<file path="config.mk">
export PLATFORM = sky130hd
export DESIGN_NAME = step_sequencer_pattern_engine_core
export DESIGN_NICKNAME = d
export VERILOG_FILES = /design/src/design/ssq_pkg.sv /design/src/design/ssq_store.sv /design/src/design/ssq_ctrl.sv /design/src/design/step_sequencer_pattern_engine_core.sv
export SDC_FILE = /design/constraint.sdc
export NUM_CORES = 2
export LEC_CHECK = 0
export BUFFER_PORTS_ARGS = -buffer_cell sky130_fd_sc_hd__buf_2
export CAP_MARGIN = 20
export CORE_MARGIN = 3
export CORE_UTILIZATION = 57
export CTS_CLUSTER_DIAMETER = 80
export DETAILED_ROUTE_END_ITERATION = 12
export GPL_TIMING_DRIVEN = 0
export PLACE_DENSITY = 0.76
export SYNTH_ARGS = -nofsm -noshare
export SYNTH_HDL_FRONTEND = slang
export SYNTH_SLANG_ARGS = --single-unit
</file>
<file path="constraint.sdc">
create_clock -name clk -period 6.2 [get_ports clk]
set_input_delay 0.62 -clock clk [delete_from_list [all_inputs] [get_ports clk]]
set_output_delay 0.62 -clock clk [all_outputs]
set_load 0.02 [all_outputs]
</file>
<file path="src/design/ssq_pkg.sv">
// Shared types, codes and defaults of the step sequencer pattern engine.
`timescale 1ns / 1ps
`default_nettype none

package ssq_pkg;

	// Default sizes of the pattern store.
	localparam int DEF_PATTERN_SLOTS = 8;
	localparam int DEF_STEP_SLOTS    = 8;
	localparam int DEF_VALUE_BITS    = 12;

	// Fixed widths of the configuration port.
	localparam int CFG_DATA_W  = 4;
	localparam int CFG_INDEX_W = 2;

	// Configuration register indexes.
	localparam logic [CFG_INDEX_W-1:0] REG_DIRECTION  = 2'd0;
	localparam logic [CFG_INDEX_W-1:0] REG_MAX_REPEAT = 2'd1;
	localparam logic [CFG_INDEX_W-1:0] REG_DAC_HEADER = 2'd2;

	// Configuration reset values.
	localparam logic       DIRECTION_RESET  = 1'b0;
	localparam logic [1:0] MAX_REPEAT_RESET = 2'd2;
	localparam logic [3:0] DAC_HEADER_RESET = 4'd5;

	// Command opcodes.
	localparam logic [2:0] OP_CLOCK   = 3'd0;
	localparam logic [2:0] OP_BUTTON  = 3'd1;
	localparam logic [2:0] OP_SAMPLE  = 3'd2;
	localparam logic [2:0] OP_ENCODER = 3'd3;
	localparam logic [2:0] OP_RECORD  = 3'd4;

	// Saturation bound of a pattern length.
	localparam logic [4:0] LEN_MAX = 5'd31;

	// Configuration registers as seen by the sequencer.
	typedef struct packed {
		logic       direction;
		logic [1:0] max_repeat;
		logic [3:0] dac_header;
	} cfg_t;

	// Port strobes of the step store.
	typedef struct packed {
		logic wr;
		logic rd;
	} mem_cmd_t;

endpackage

`default_nettype wire

</file>
<file path="src/design/ssq_store.sv">
// Step store: one write port, one registered read port, per-entry valid bits.
`timescale 1ns / 1ps
`default_nettype none

module ssq_store #(
	parameter int DEPTH  = ssq_pkg::DEF_PATTERN_SLOTS * ssq_pkg::DEF_STEP_SLOTS,
	parameter int DATA_W = ssq_pkg::DEF_VALUE_BITS + 5
) (
	input  logic                     clk,
	input  logic                     arst_n,
	input  ssq_pkg::mem_cmd_t        cmd,
	input  logic [$clog2(DEPTH)-1:0] waddr,
	input  logic [$clog2(DEPTH)-1:0] raddr,
	input  logic [DATA_W-1:0]        wdata,
	output logic [DATA_W-1:0]        rdata
);

	// An entry never written reads as enabled with all other fields zero.
	localparam logic [DATA_W-1:0] RESET_WORD = {1'b1, {(DATA_W-1){1'b0}}};

	logic [DATA_W-1:0] mem [DEPTH];
	logic [DEPTH-1:0]  valid_q;
	logic [DATA_W-1:0] rd_word_q;
	logic              rd_valid_q;

	// Storage array with registered read data.
	always_ff @(posedge clk) begin
		if (cmd.wr) begin
			mem[waddr] <= wdata;
		end
		if (cmd.rd) begin
			rd_word_q <= mem[raddr];
		end
	end

	// Valid bits are cleared by reset and set on the first write.
	always_ff @(posedge clk or negedge arst_n) begin
		if (!arst_n) begin
			valid_q    <= '0;
			rd_valid_q <= 1'b0;
		end else begin
			if (cmd.wr) begin
				valid_q[waddr] <= 1'b1;
			end
			if (cmd.rd) begin
				rd_valid_q <= valid_q[raddr];
			end
		end
	end

	assign rdata = rd_valid_q ? rd_word_q : RESET_WORD;

endmodule

`default_nettype wire

</file>
<file path="src/design/ssq_ctrl.sv">
// Sequencer: decodes commands, runs read-modify-write passes and the step scan.
`timescale 1ns / 1ps
`default_nettype none

module ssq_ctrl #(
	parameter int NUM_PATTERN_SLOTS = ssq_pkg::DEF_PATTERN_SLOTS,
	parameter int NUM_STEP_SLOTS    = ssq_pkg::DEF_STEP_SLOTS,
	parameter int VALUE_BITS        = ssq_pkg::DEF_VALUE_BITS
) (
	input  logic                clk,
	input  logic                arst_n,
	input  logic                start,
	output logic                busy,
	input  logic [2:0]          opcode,
	input  logic [7:0]          button_map,
	input  logic [11:0]         sample_value,
	input  logic [1:0]          encoder_phase,
	input  ssq_pkg::cfg_t       cfg,
	output ssq_pkg::mem_cmd_t   mem_cmd,
	output logic [$clog2(NUM_PATTERN_SLOTS*NUM_STEP_SLOTS)-1:0] mem_waddr,
	output logic [$clog2(NUM_PATTERN_SLOTS*NUM_STEP_SLOTS)-1:0] mem_raddr,
	output logic [VALUE_BITS+4:0] mem_wdata,
	input  logic [VALUE_BITS+4:0] mem_rdata,
	output logic                done,
	output logic [2:0]          step_index,
	output logic [2:0]          pattern_index,
	output logic [15:0]         dac_word,
	output logic                record_enable,
	output logic [4:0]          sequence_length,
	output logic                no_enabled_step
);

	localparam int STEP_W = $clog2(NUM_STEP_SLOTS);
	localparam int PAT_W  = $clog2(NUM_PATTERN_SLOTS);
	localparam int ADDR_W = $clog2(NUM_PATTERN_SLOTS * NUM_STEP_SLOTS);
	localparam int CNT_W  = $clog2(NUM_STEP_SLOTS + 1);

	localparam logic [STEP_W-1:0] LAST_STEP = STEP_W'(NUM_STEP_SLOTS - 1);
	localparam logic [PAT_W-1:0]  LAST_PAT  = PAT_W'(NUM_PATTERN_SLOTS - 1);
	localparam logic [CNT_W-1:0]  SCAN_ALL  = CNT_W'(NUM_STEP_SLOTS);
	localparam logic [4:0]        LEN_RESET =
		(NUM_STEP_SLOTS > 31) ? ssq_pkg::LEN_MAX : 5'(NUM_STEP_SLOTS);

	// Encoder phase codes.
	localparam logic [1:0] PHASE_A    = 2'd1;
	localparam logic [1:0] PHASE_B    = 2'd2;
	localparam logic [1:0] PHASE_BOTH = 2'd3;

	typedef enum logic [4:0] {
		ST_IDLE = 5'b00001,
		ST_MOD  = 5'b00010,
		ST_SCAN = 5'b00100,
		ST_FIN  = 5'b01000,
		ST_OUT  = 5'b10000
	} state_t;

	state_t state_q, state_d;

	logic [2:0]            op_q;
	logic [STEP_W-1:0]     tgt_q;
	logic [VALUE_BITS-1:0] sample_q;
	logic [STEP_W-1:0]     cand_q;
	logic [CNT_W-1:0]      scan_cnt_q;
	logic                  held_q;
	logic [STEP_W-1:0]     cur_step_q;
	logic [PAT_W-1:0]      pat_q;
	logic                  rec_q;
	logic [1:0]            prev_phase_q;
	logic [4:0]            len_q [NUM_PATTERN_SLOTS];

	logic                  done_q;
	logic [2:0]            step_index_q;
	logic [2:0]            pattern_index_q;
	logic [15:0]           dac_word_q;
	logic                  record_enable_q;
	logic [4:0]            sequence_length_q;
	logic                  no_enabled_step_q;

	// Store address of a step in a pattern.
	function automatic logic [ADDR_W-1:0] slot_addr(
		input logic [PAT_W-1:0]  p,
		input logic [STEP_W-1:0] s
	);
		return ADDR_W'(int'(p) * NUM_STEP_SLOTS + int'(s));
	endfunction

	// Neighbor step in play order, with wrap.
	function automatic logic [STEP_W-1:0] step_after(
		input logic [STEP_W-1:0] s,
		input logic              backward
	);
		logic [STEP_W-1:0] r;
		if (!backward) begin
			r = (s == LAST_STEP) ? '0 : s + STEP_W'(1);
		end else begin
			r = (s == '0) ? LAST_STEP : s - STEP_W'(1);
		end
		return r;
	endfunction

	logic accept;
	assign busy   = (state_q != ST_IDLE);
	assign accept = start && !busy;

	// Button decode: one-hot check and bit position.
	logic       map_onehot;
	logic [2:0] press_bit;
	logic       press_ok;
	always_comb begin
		press_bit = 3'd0;
		for (int i = 0; i < 8; i++) begin
			if (button_map[i]) begin
				press_bit = press_bit | 3'(i);
			end
		end
	end
	assign map_onehot = (button_map != 8'd0) &&
		((button_map & (button_map - 8'd1)) == 8'd0);
	assign press_ok = map_onehot && (int'(press_bit) < NUM_STEP_SLOTS);

	// Which commands touch the store, and at which step.
	logic              need_rmw;
	logic [STEP_W-1:0] tgt_step;
	assign need_rmw = (opcode == ssq_pkg::OP_CLOCK) ||
		((opcode == ssq_pkg::OP_BUTTON) && press_ok) ||
		((opcode == ssq_pkg::OP_SAMPLE) && rec_q);
	assign tgt_step = (opcode == ssq_pkg::OP_BUTTON) ? STEP_W'(press_bit) : cur_step_q;

	// Fields of the entry on the read port.
	logic                  e_en;
	logic [VALUE_BITS-1:0] e_val;
	logic [1:0]            e_rep;
	logic [1:0]            e_cnt;
	logic                  cnt_zero;
	assign e_en     = mem_rdata[VALUE_BITS+4];
	assign e_val    = mem_rdata[4 +: VALUE_BITS];
	assign e_rep    = mem_rdata[3:2];
	assign e_cnt    = mem_rdata[1:0];
	assign cnt_zero = (e_cnt == 2'd0);

	logic [4:0] len_cur;
	assign len_cur = len_q[pat_q];

	// Entry and length update for the pass in ST_MOD.
	logic                  w_en;
	logic [VALUE_BITS-1:0] w_val;
	logic [1:0]            w_rep;
	logic [1:0]            w_cnt;
	logic [4:0]            len_nxt;
	logic [2:0]            drop;
	always_comb begin
		w_en    = e_en;
		w_val   = e_val;
		w_rep   = e_rep;
		w_cnt   = e_cnt;
		len_nxt = len_cur;
		drop    = {1'b0, e_rep} + 3'd1;
		case (op_q)
			ssq_pkg::OP_CLOCK: begin
				w_cnt = cnt_zero ? e_rep : e_cnt - 2'd1;
			end
			ssq_pkg::OP_BUTTON: begin
				if (e_en) begin
					if (e_rep < cfg.max_repeat) begin
						w_rep = e_rep + 2'd1;
						if (e_cnt != 2'd3) begin
							w_cnt = e_cnt + 2'd1;
						end
						if (len_cur != ssq_pkg::LEN_MAX) begin
							len_nxt = len_cur + 5'd1;
						end
					end else begin
						len_nxt = (len_cur > 5'(drop)) ? len_cur - 5'(drop) : 5'd0;
						w_en    = 1'b0;
						w_rep   = 2'd0;
						w_cnt   = 2'd0;
					end
				end else begin
					w_en = 1'b1;
					if (len_cur != ssq_pkg::LEN_MAX) begin
						len_nxt = len_cur + 5'd1;
					end
				end
			end
			ssq_pkg::OP_SAMPLE: begin
				w_val = sample_q;
			end
			default: begin
			end
		endcase
	end

	// Store port control: reads and writes never hit one entry in one cycle.
	always_comb begin
		mem_cmd   = '0;
		mem_raddr = slot_addr(pat_q, cur_step_q);
		mem_waddr = slot_addr(pat_q, tgt_q);
		mem_wdata = {w_en, w_val, w_rep, w_cnt};
		unique case (state_q)
			ST_IDLE: begin
				if (accept && need_rmw) begin
					mem_cmd.rd = 1'b1;
					mem_raddr  = slot_addr(pat_q, tgt_step);
				end
			end
			ST_MOD: begin
				mem_cmd.wr = 1'b1;
				if ((op_q == ssq_pkg::OP_CLOCK) && cnt_zero) begin
					mem_cmd.rd = 1'b1;
					mem_raddr  = slot_addr(pat_q, step_after(cur_step_q, cfg.direction));
				end
			end
			ST_SCAN: begin
				if (!e_en && (scan_cnt_q != SCAN_ALL)) begin
					mem_cmd.rd = 1'b1;
					mem_raddr  = slot_addr(pat_q, step_after(cand_q, cfg.direction));
				end
			end
			ST_FIN: begin
				mem_cmd.rd = 1'b1;
			end
			ST_OUT: begin
			end
			default: begin
			end
		endcase
	end

	// Next state.
	always_comb begin
		state_d = state_q;
		unique case (state_q)
			ST_IDLE: begin
				if (accept) begin
					state_d = need_rmw ? ST_MOD : ST_FIN;
				end
			end
			ST_MOD: begin
				state_d = ((op_q == ssq_pkg::OP_CLOCK) && cnt_zero) ? ST_SCAN : ST_FIN;
			end
			ST_SCAN: begin
				if (e_en || (scan_cnt_q == SCAN_ALL)) begin
					state_d = ST_FIN;
				end
			end
			ST_FIN: begin
				state_d = ST_OUT;
			end
			ST_OUT: begin
				state_d = ST_IDLE;
			end
			default: begin
				state_d = ST_IDLE;
			end
		endcase
	end

	// Control state: sequencer position, pattern, recording and lengths.
	always_ff @(posedge clk or negedge arst_n) begin
		if (!arst_n) begin
			state_q      <= ST_IDLE;
			op_q         <= ssq_pkg::OP_CLOCK;
			scan_cnt_q   <= '0;
			held_q       <= 1'b0;
			cur_step_q   <= '0;
			pat_q        <= '0;
			rec_q        <= 1'b0;
			prev_phase_q <= 2'd0;
			done_q       <= 1'b0;
			for (int p = 0; p < NUM_PATTERN_SLOTS; p++) begin
				len_q[p] <= LEN_RESET;
			end
		end else begin
			state_q <= state_d;
			done_q  <= (state_q == ST_OUT);
			if (accept) begin
				op_q   <= opcode;
				held_q <= 1'b0;
				if (opcode == ssq_pkg::OP_ENCODER) begin
					rec_q        <= 1'b0;
					prev_phase_q <= encoder_phase;
					if ((prev_phase_q == PHASE_BOTH) && (encoder_phase == PHASE_B)) begin
						pat_q <= (pat_q == LAST_PAT) ? '0 : pat_q + PAT_W'(1);
					end else if ((prev_phase_q == PHASE_BOTH) &&
						(encoder_phase == PHASE_A)) begin
						pat_q <= (pat_q == '0) ? LAST_PAT : pat_q - PAT_W'(1);
					end
				end
				if (opcode == ssq_pkg::OP_RECORD) begin
					rec_q <= !rec_q;
				end
			end
			if (state_q == ST_MOD) begin
				if (op_q == ssq_pkg::OP_BUTTON) begin
					len_q[pat_q] <= len_nxt;
				end
				scan_cnt_q <= CNT_W'(1);
			end
			if (state_q == ST_SCAN) begin
				if (e_en) begin
					cur_step_q <= cand_q;
				end else if (scan_cnt_q == SCAN_ALL) begin
					held_q <= 1'b1;
				end else begin
					scan_cnt_q <= scan_cnt_q + CNT_W'(1);
				end
			end
		end
	end

	// Payload registers: latched command fields, scan candidate, result beat.
	always_ff @(posedge clk) begin
		if (accept) begin
			tgt_q    <= tgt_step;
			sample_q <= sample_value[VALUE_BITS-1:0];
		end
		if (state_q == ST_MOD) begin
			cand_q <= step_after(cur_step_q, cfg.direction);
		end
		if ((state_q == ST_SCAN) && !e_en) begin
			cand_q <= step_after(cand_q, cfg.direction);
		end
		if (state_q == ST_OUT) begin
			step_index_q      <= 3'(cur_step_q);
			pattern_index_q   <= 3'(pat_q);
			dac_word_q        <= {cfg.dac_header, 12'd0} + 16'(e_val);
			record_enable_q   <= rec_q;
			sequence_length_q <= len_cur;
			no_enabled_step_q <= held_q;
		end
	end

	assign done            = done_q;
	assign step_index      = step_index_q;
	assign pattern_index   = pattern_index_q;
	assign dac_word        = dac_word_q;
	assign record_enable   = record_enable_q;
	assign sequence_length = sequence_length_q;
	assign no_enabled_step = no_enabled_step_q;

endmodule

`default_nettype wire

</file>
<file path="src/design/step_sequencer_pattern_engine_core.sv">
// Top level of the step sequencer pattern engine: configuration, store, sequencer.
//
//   Channel   Direction  Handshake          Beat contents
//   command   in         start && !busy     opcode, button_map, sample_value, encoder_phase
//   result    out        done (one cycle)   step_index, pattern_index, dac_word,
//                                           record_enable, sequence_length, no_enabled_step
//   config    in         cfg_we             cfg_index, cfg_data
//
// States from one accepted command to the next: encoder, record toggle, unused
// opcodes, rejected button maps and samples while not recording go through ST_FIN
// and ST_OUT; accepted button presses and recorded samples add an ST_MOD pass; a
// clock edge adds ST_MOD and, when the current step no longer counts down a repeat,
// an ST_SCAN over 1 to NUM_STEP_SLOTS steps, one store read per cycle on one port.
// The result beat is shown in the cycle in which busy drops, and a new
// command may be accepted in that same cycle. The receiver cannot stall.
// Reset clears per-entry valid bits, so the store reads as all steps enabled
// with zero value and repeat at once; there is no clearing pass.
`timescale 1ns / 1ps
`default_nettype none

module step_sequencer_pattern_engine_core #(
	parameter int NUM_PATTERN_SLOTS = ssq_pkg::DEF_PATTERN_SLOTS,
	parameter int NUM_STEP_SLOTS    = ssq_pkg::DEF_STEP_SLOTS,
	parameter int VALUE_BITS        = ssq_pkg::DEF_VALUE_BITS
) (
	input  logic                               clk,
	input  logic                               arst_n,
	input  logic                               start,
	output logic                               busy,
	input  logic [2:0]                         opcode,
	input  logic [7:0]                         button_map,
	input  logic [11:0]                        sample_value,
	input  logic [1:0]                         encoder_phase,
	output logic                               done,
	output logic [2:0]                         step_index,
	output logic [2:0]                         pattern_index,
	output logic [15:0]                        dac_word,
	output logic                               record_enable,
	output logic [4:0]                         sequence_length,
	output logic                               no_enabled_step,
	input  logic                               cfg_we,
	input  logic [ssq_pkg::CFG_INDEX_W-1:0]    cfg_index,
	input  logic [ssq_pkg::CFG_DATA_W-1:0]     cfg_data
);

	localparam int STORE_DEPTH = NUM_PATTERN_SLOTS * NUM_STEP_SLOTS;
	localparam int ADDR_W      = $clog2(STORE_DEPTH);
	localparam int DATA_W      = VALUE_BITS + 5;

	ssq_pkg::cfg_t     cfg_q;
	ssq_pkg::mem_cmd_t mem_cmd;
	logic [ADDR_W-1:0] mem_waddr;
	logic [ADDR_W-1:0] mem_raddr;
	logic [DATA_W-1:0] mem_wdata;
	logic [DATA_W-1:0] mem_rdata;

	// Configuration registers; writes to unknown indexes are dropped.
	always_ff @(posedge clk or negedge arst_n) begin
		if (!arst_n) begin
			cfg_q.direction  <= ssq_pkg::DIRECTION_RESET;
			cfg_q.max_repeat <= ssq_pkg::MAX_REPEAT_RESET;
			cfg_q.dac_header <= ssq_pkg::DAC_HEADER_RESET;
		end else if (cfg_we) begin
			unique case (cfg_index)
				ssq_pkg::REG_DIRECTION:  cfg_q.direction  <= cfg_data[0];
				ssq_pkg::REG_MAX_REPEAT: cfg_q.max_repeat <= cfg_data[1:0];
				ssq_pkg::REG_DAC_HEADER: cfg_q.dac_header <= cfg_data[3:0];
				default: begin
				end
			endcase
		end
	end

	// Step store.
	ssq_store #(
		.DEPTH  (STORE_DEPTH),
		.DATA_W (DATA_W)
	) u_store (
		.clk    (clk),
		.arst_n (arst_n),
		.cmd    (mem_cmd),
		.waddr  (mem_waddr),
		.raddr  (mem_raddr),
		.wdata  (mem_wdata),
		.rdata  (mem_rdata)
	);

	// Command sequencer.
	ssq_ctrl #(
		.NUM_PATTERN_SLOTS (NUM_PATTERN_SLOTS),
		.NUM_STEP_SLOTS    (NUM_STEP_SLOTS),
		.VALUE_BITS        (VALUE_BITS)
	) u_ctrl (
		.clk             (clk),
		.arst_n          (arst_n),
		.start           (start),
		.busy            (busy),
		.opcode          (opcode),
		.button_map      (button_map),
		.sample_value    (sample_value),
		.encoder_phase   (encoder_phase),
		.cfg             (cfg_q),
		.mem_cmd         (mem_cmd),
		.mem_waddr       (mem_waddr),
		.mem_raddr       (mem_raddr),
		.mem_wdata       (mem_wdata),
		.mem_rdata       (mem_rdata),
		.done            (done),
		.step_index      (step_index),
		.pattern_index   (pattern_index),
		.dac_word        (dac_word),
		.record_enable   (record_enable),
		.sequence_length (sequence_length),
		.no_enabled_step (no_enabled_step)
	);

endmodule

`default_nettype wire

</file>
==> reports/qor.yml <==
power_and_ir_drop:
  p_per_area_nw_per_um2: 413.5
  intPower_mw: 16.58
  power_switching_mw: 8.261
  power_leakage_nw: 22.36
  pwr-share-clk_pct: 30.3
  switching_share_pct: 33.26
  power_frac_seq_pct: 43.8
  combinationalPowerShare_pct: 25.9
  ir_drop_mv: 0.3641
yosys:
  yosysTopAreaCell: "edfxtp_1"
  synth_area_sq_um: 52720
  postSynthRegisterBits: 1287
  synth_area_leaders: "edfxtp_1 66%, mux2_2 6.9%, dfrtp_1 5.8%"
  synth_edf_count: 1152
  synth_ff_type: "edfxtp_1"
  synth_cell_types: 73
  synth_nets: 3382
  synthesis.instances: 3326
  postSynthAreaPerCell_sq_um: 15.85
  netlist_top_cells_count: "1152 x edfxtp_1, 354 x nand2_1, 321 x mux2_2, 305 x mux2i_1, 276 x o211ai_1"
  synth_top_cell_area_share_pct: 65.62
  async_flop_share_pct: 10.49
  ys_seq_area_share_pct: 72.06
  yosys_warnings: 0
  synth.most_common_cell: "edfxtp_1"
grt:
  busiest_layer: "met2"
  grt-ovfl-total: 0
  antenna_found_initial: 4
  grt_pass1_vias: 30700
  met2_usage_pct: 44.90
  grt_pass1_wl_um: 200900
  gr-usage-met3_pct: 6.071
  gr-usage-met1_pct: 39.61
  grt.total_usage_pct: 28.77
  grt_max_degree: 94
worst_setup_path:
  slowest_stage: "a22oi_1"
  setup.worst_path.end_class: "register"
  critPathKind: "reg -> reg"
  cp.arrival_ns: 6.19
  worst_path_most_repeated_cell: "buf_2"
  crit_path_max_incr_delay_ns: 0.73
  critPathLaunchType: "register"
  cp_max_fo: 10
  required_ns: 6.62
  cp_cell_sequence: "nor2b_1 > nand4_1 > o221ai_1 > a211o_1 > o21a_4 > buf_6 > buf_2 > buf_2 > buf_2 > nand2_1 > o211ai_1 > nand4_1 > a22oi_1 > nand2_1"
  timing.rr.start: "u_store.rd_word_q[16]"
  critPathLaunch: "u_store.rd_word_q[16]"
detailed_routing:
  routedWlPerCell_um: 28.29
  num_vias: 31370
  wl_um: 138100
  drt_iter0_markers: 4153
  drtAntennaViolNets: 0
  drc: 0
  drtPass1Iterations: 6
  vias_per_cell: 6.426
timing:
  final_max_slew_viol_count: 0
  finalHoldViolCount: 0
  relSlewSlack_pct: 16.23
  setup-violations-final: 0
  period_minus_slack_ns: 5.775
  period_share_pct: 93.14
  fmax_ghz: 0.1732
  tightest_slew_ns: 1.247
  rsz0062_at_grt: "no"
  fin_hold_ws_ns: 0.05816
  skew_ns: 0.02941
  setup_tns_ns: 0
place:
  dp_hpwl_um: 93720
  portBuffers: 65
  placedCellCount: 4640
  routabilityCongestion: 0.9317
  dpl_cell_area_sq_um: 55990
clocking:
  clock_latency_ns: 0.74
  cts_tree: "built"
  cts_sinks: 1287
  root_buffer: "clkbuf_16"
  cts.clk_slew.worst_paths_ns: 0.06
  cts_resized: 0
  clockBufferDepth: 3
  cts_max_level: 4
  cts_made_buffers: 131
worst_hold_path:
  hold_class: "in -> reg"
  hold_start: "sample_value[9]"
cells_and_area:
  drive_gt1_share_pct: 24.25
  syn_to_final_growth_pct: 13.95
  layout.nets: 3655
  fin_cells: 4881
  design_area_sq_um: 60070
die:
  design.core.area_sq_um: 90840
  die-area_sq_um: 96170
  die_x_um: 310.1
  start_util_pct: 58.04
  io_pins: 66
  die_y_um: 310.1
  placementRows: 110
status:
  status: "finished clean"
run:
  maxCapViolations: 0
layer usage:
layer  up-vias  wire length [um]
li1      13420                 -
met1     15870             54070
met2      1744             64720
met3       337             13270
met4         2              6029
met5         -                 9
power by group through the flow:
stage	logic [mW]	registers (mW)	clock network (mW)
final	6.43	10.9	7.52
after CTS	6.26	10.9	7.57
after global routing	6.71	10.9	7.96
after global placement	5.75	11.2	0
after detailed placement	6.23	11.1	0
after floorplan	3.20	11.1	0
timing repair:
item,in CTS,in global routing
hold buffers,1,0
endpoints found under the hold margin,31,0
setup buffers,0,0
registers in the layout, indices dropped and copies added, names as in the netlist, 4 cells and up:
register	flops
u_ctrl.len_q	40
u_ctrl.state_q	5
u_store.rd_word_q	17
u_store.valid_q	64
u_store.mem	1088
u_ctrl.dac_word	16
u_ctrl.sample_q	12
u_ctrl.sequence_length	5
u_ctrl.scan_cnt_q	4
cfg_q	7
kinds of logic (layout without fill, tap and decap cells):
logic type,Yosys count,in the layout,synth area share (%)
xor gates and xnor gates,9,9,0.1495
other,0,2,0
AOI/OAI and AO/OA,450,450,6.197
and+or+nand+nor,713,713,6.261
adders and majority gates,21,21,0.5127
muxes,632,632,12.88
DFF,1287,1287,72.06
buffers and inverters,214,591,1.941
critical path, delay by kind of cell (launching register included):
kind                   cells  cell delay [ns]
flip-flops                 1             0.51
buffers and inverters      4             1.49
AO/OA/AOI/OAI              5             2.00
AND/OR/NAND/NOR            5             1.44
final cells by class:
type	count	area (sq um)
Antenna cell	2	5.005
Buffer	183	907.1
Clock buffer	169	3518
Clock inverter	68	540.5
Fill cell	6048	30760
Inverter	31	116.4
Multi-Input combinational cell	1825	13930
Sequential cell	1287	37990
Tap cell	1176	1471
Timing Repair Buffer	140	1598
metrics by stage:
stage | setup WS, ns | util, % | power, mW
CTS | 0.6771 | 66.12 | 24.72
finish | 0.4255 | 66.13 | 24.84
global route | 0.3549 | 66.13 | 25.56
global placement | -3.449 | 60.01 | 16.99
detailed placement | 0.5340 | 61.64 | 17.29
floorplan | 1.427 | - | 14.29
worst paths after layout:
check | slack [ns] | to | depth (start not counted)
min in group asynchronous | 0.39 | u_ctrl.done | 2
worst min-delay path | 0.06 | u_ctrl.sample_q[9] | 1
worst min register to register | 0.45 | u_ctrl.dac_word[13] | 0
max in group asynchronous | 4.96 | u_store.valid_q[61] | 3
worst max register to register | 0.43 | u_store.rd_word_q[5] | 14
worst max-delay path | 0.43 | u_store.rd_word_q[5] | 14
layout by cell type, fill, tap and decap left out, drive strengths merged, types with 7 or more instances in the layout:
cell type,synthesis,layout
a21oi,28,28
edfxtp,1152,1152
o21ai,44,44
mux2i,305,305
nand4,74,74
clkbuf,78,247
o21a,9,9
inv,28,37
dfstp,12,12
buf,105,244
a211oi,11,11
ha,20,20
mux2,322,322
dfrtp,123,123
nor2b,12,12
nor3,21,21
or2,66,66
and2,18,18
o22a,8,8
nor2,107,107
a22oi,36,36
xnor2,7,7
or3,8,8
clkinv,3,55
nand2,354,354
o211ai,276,276
nand3,22,22
Note: power is estimated with default switching activity, not from simulation.
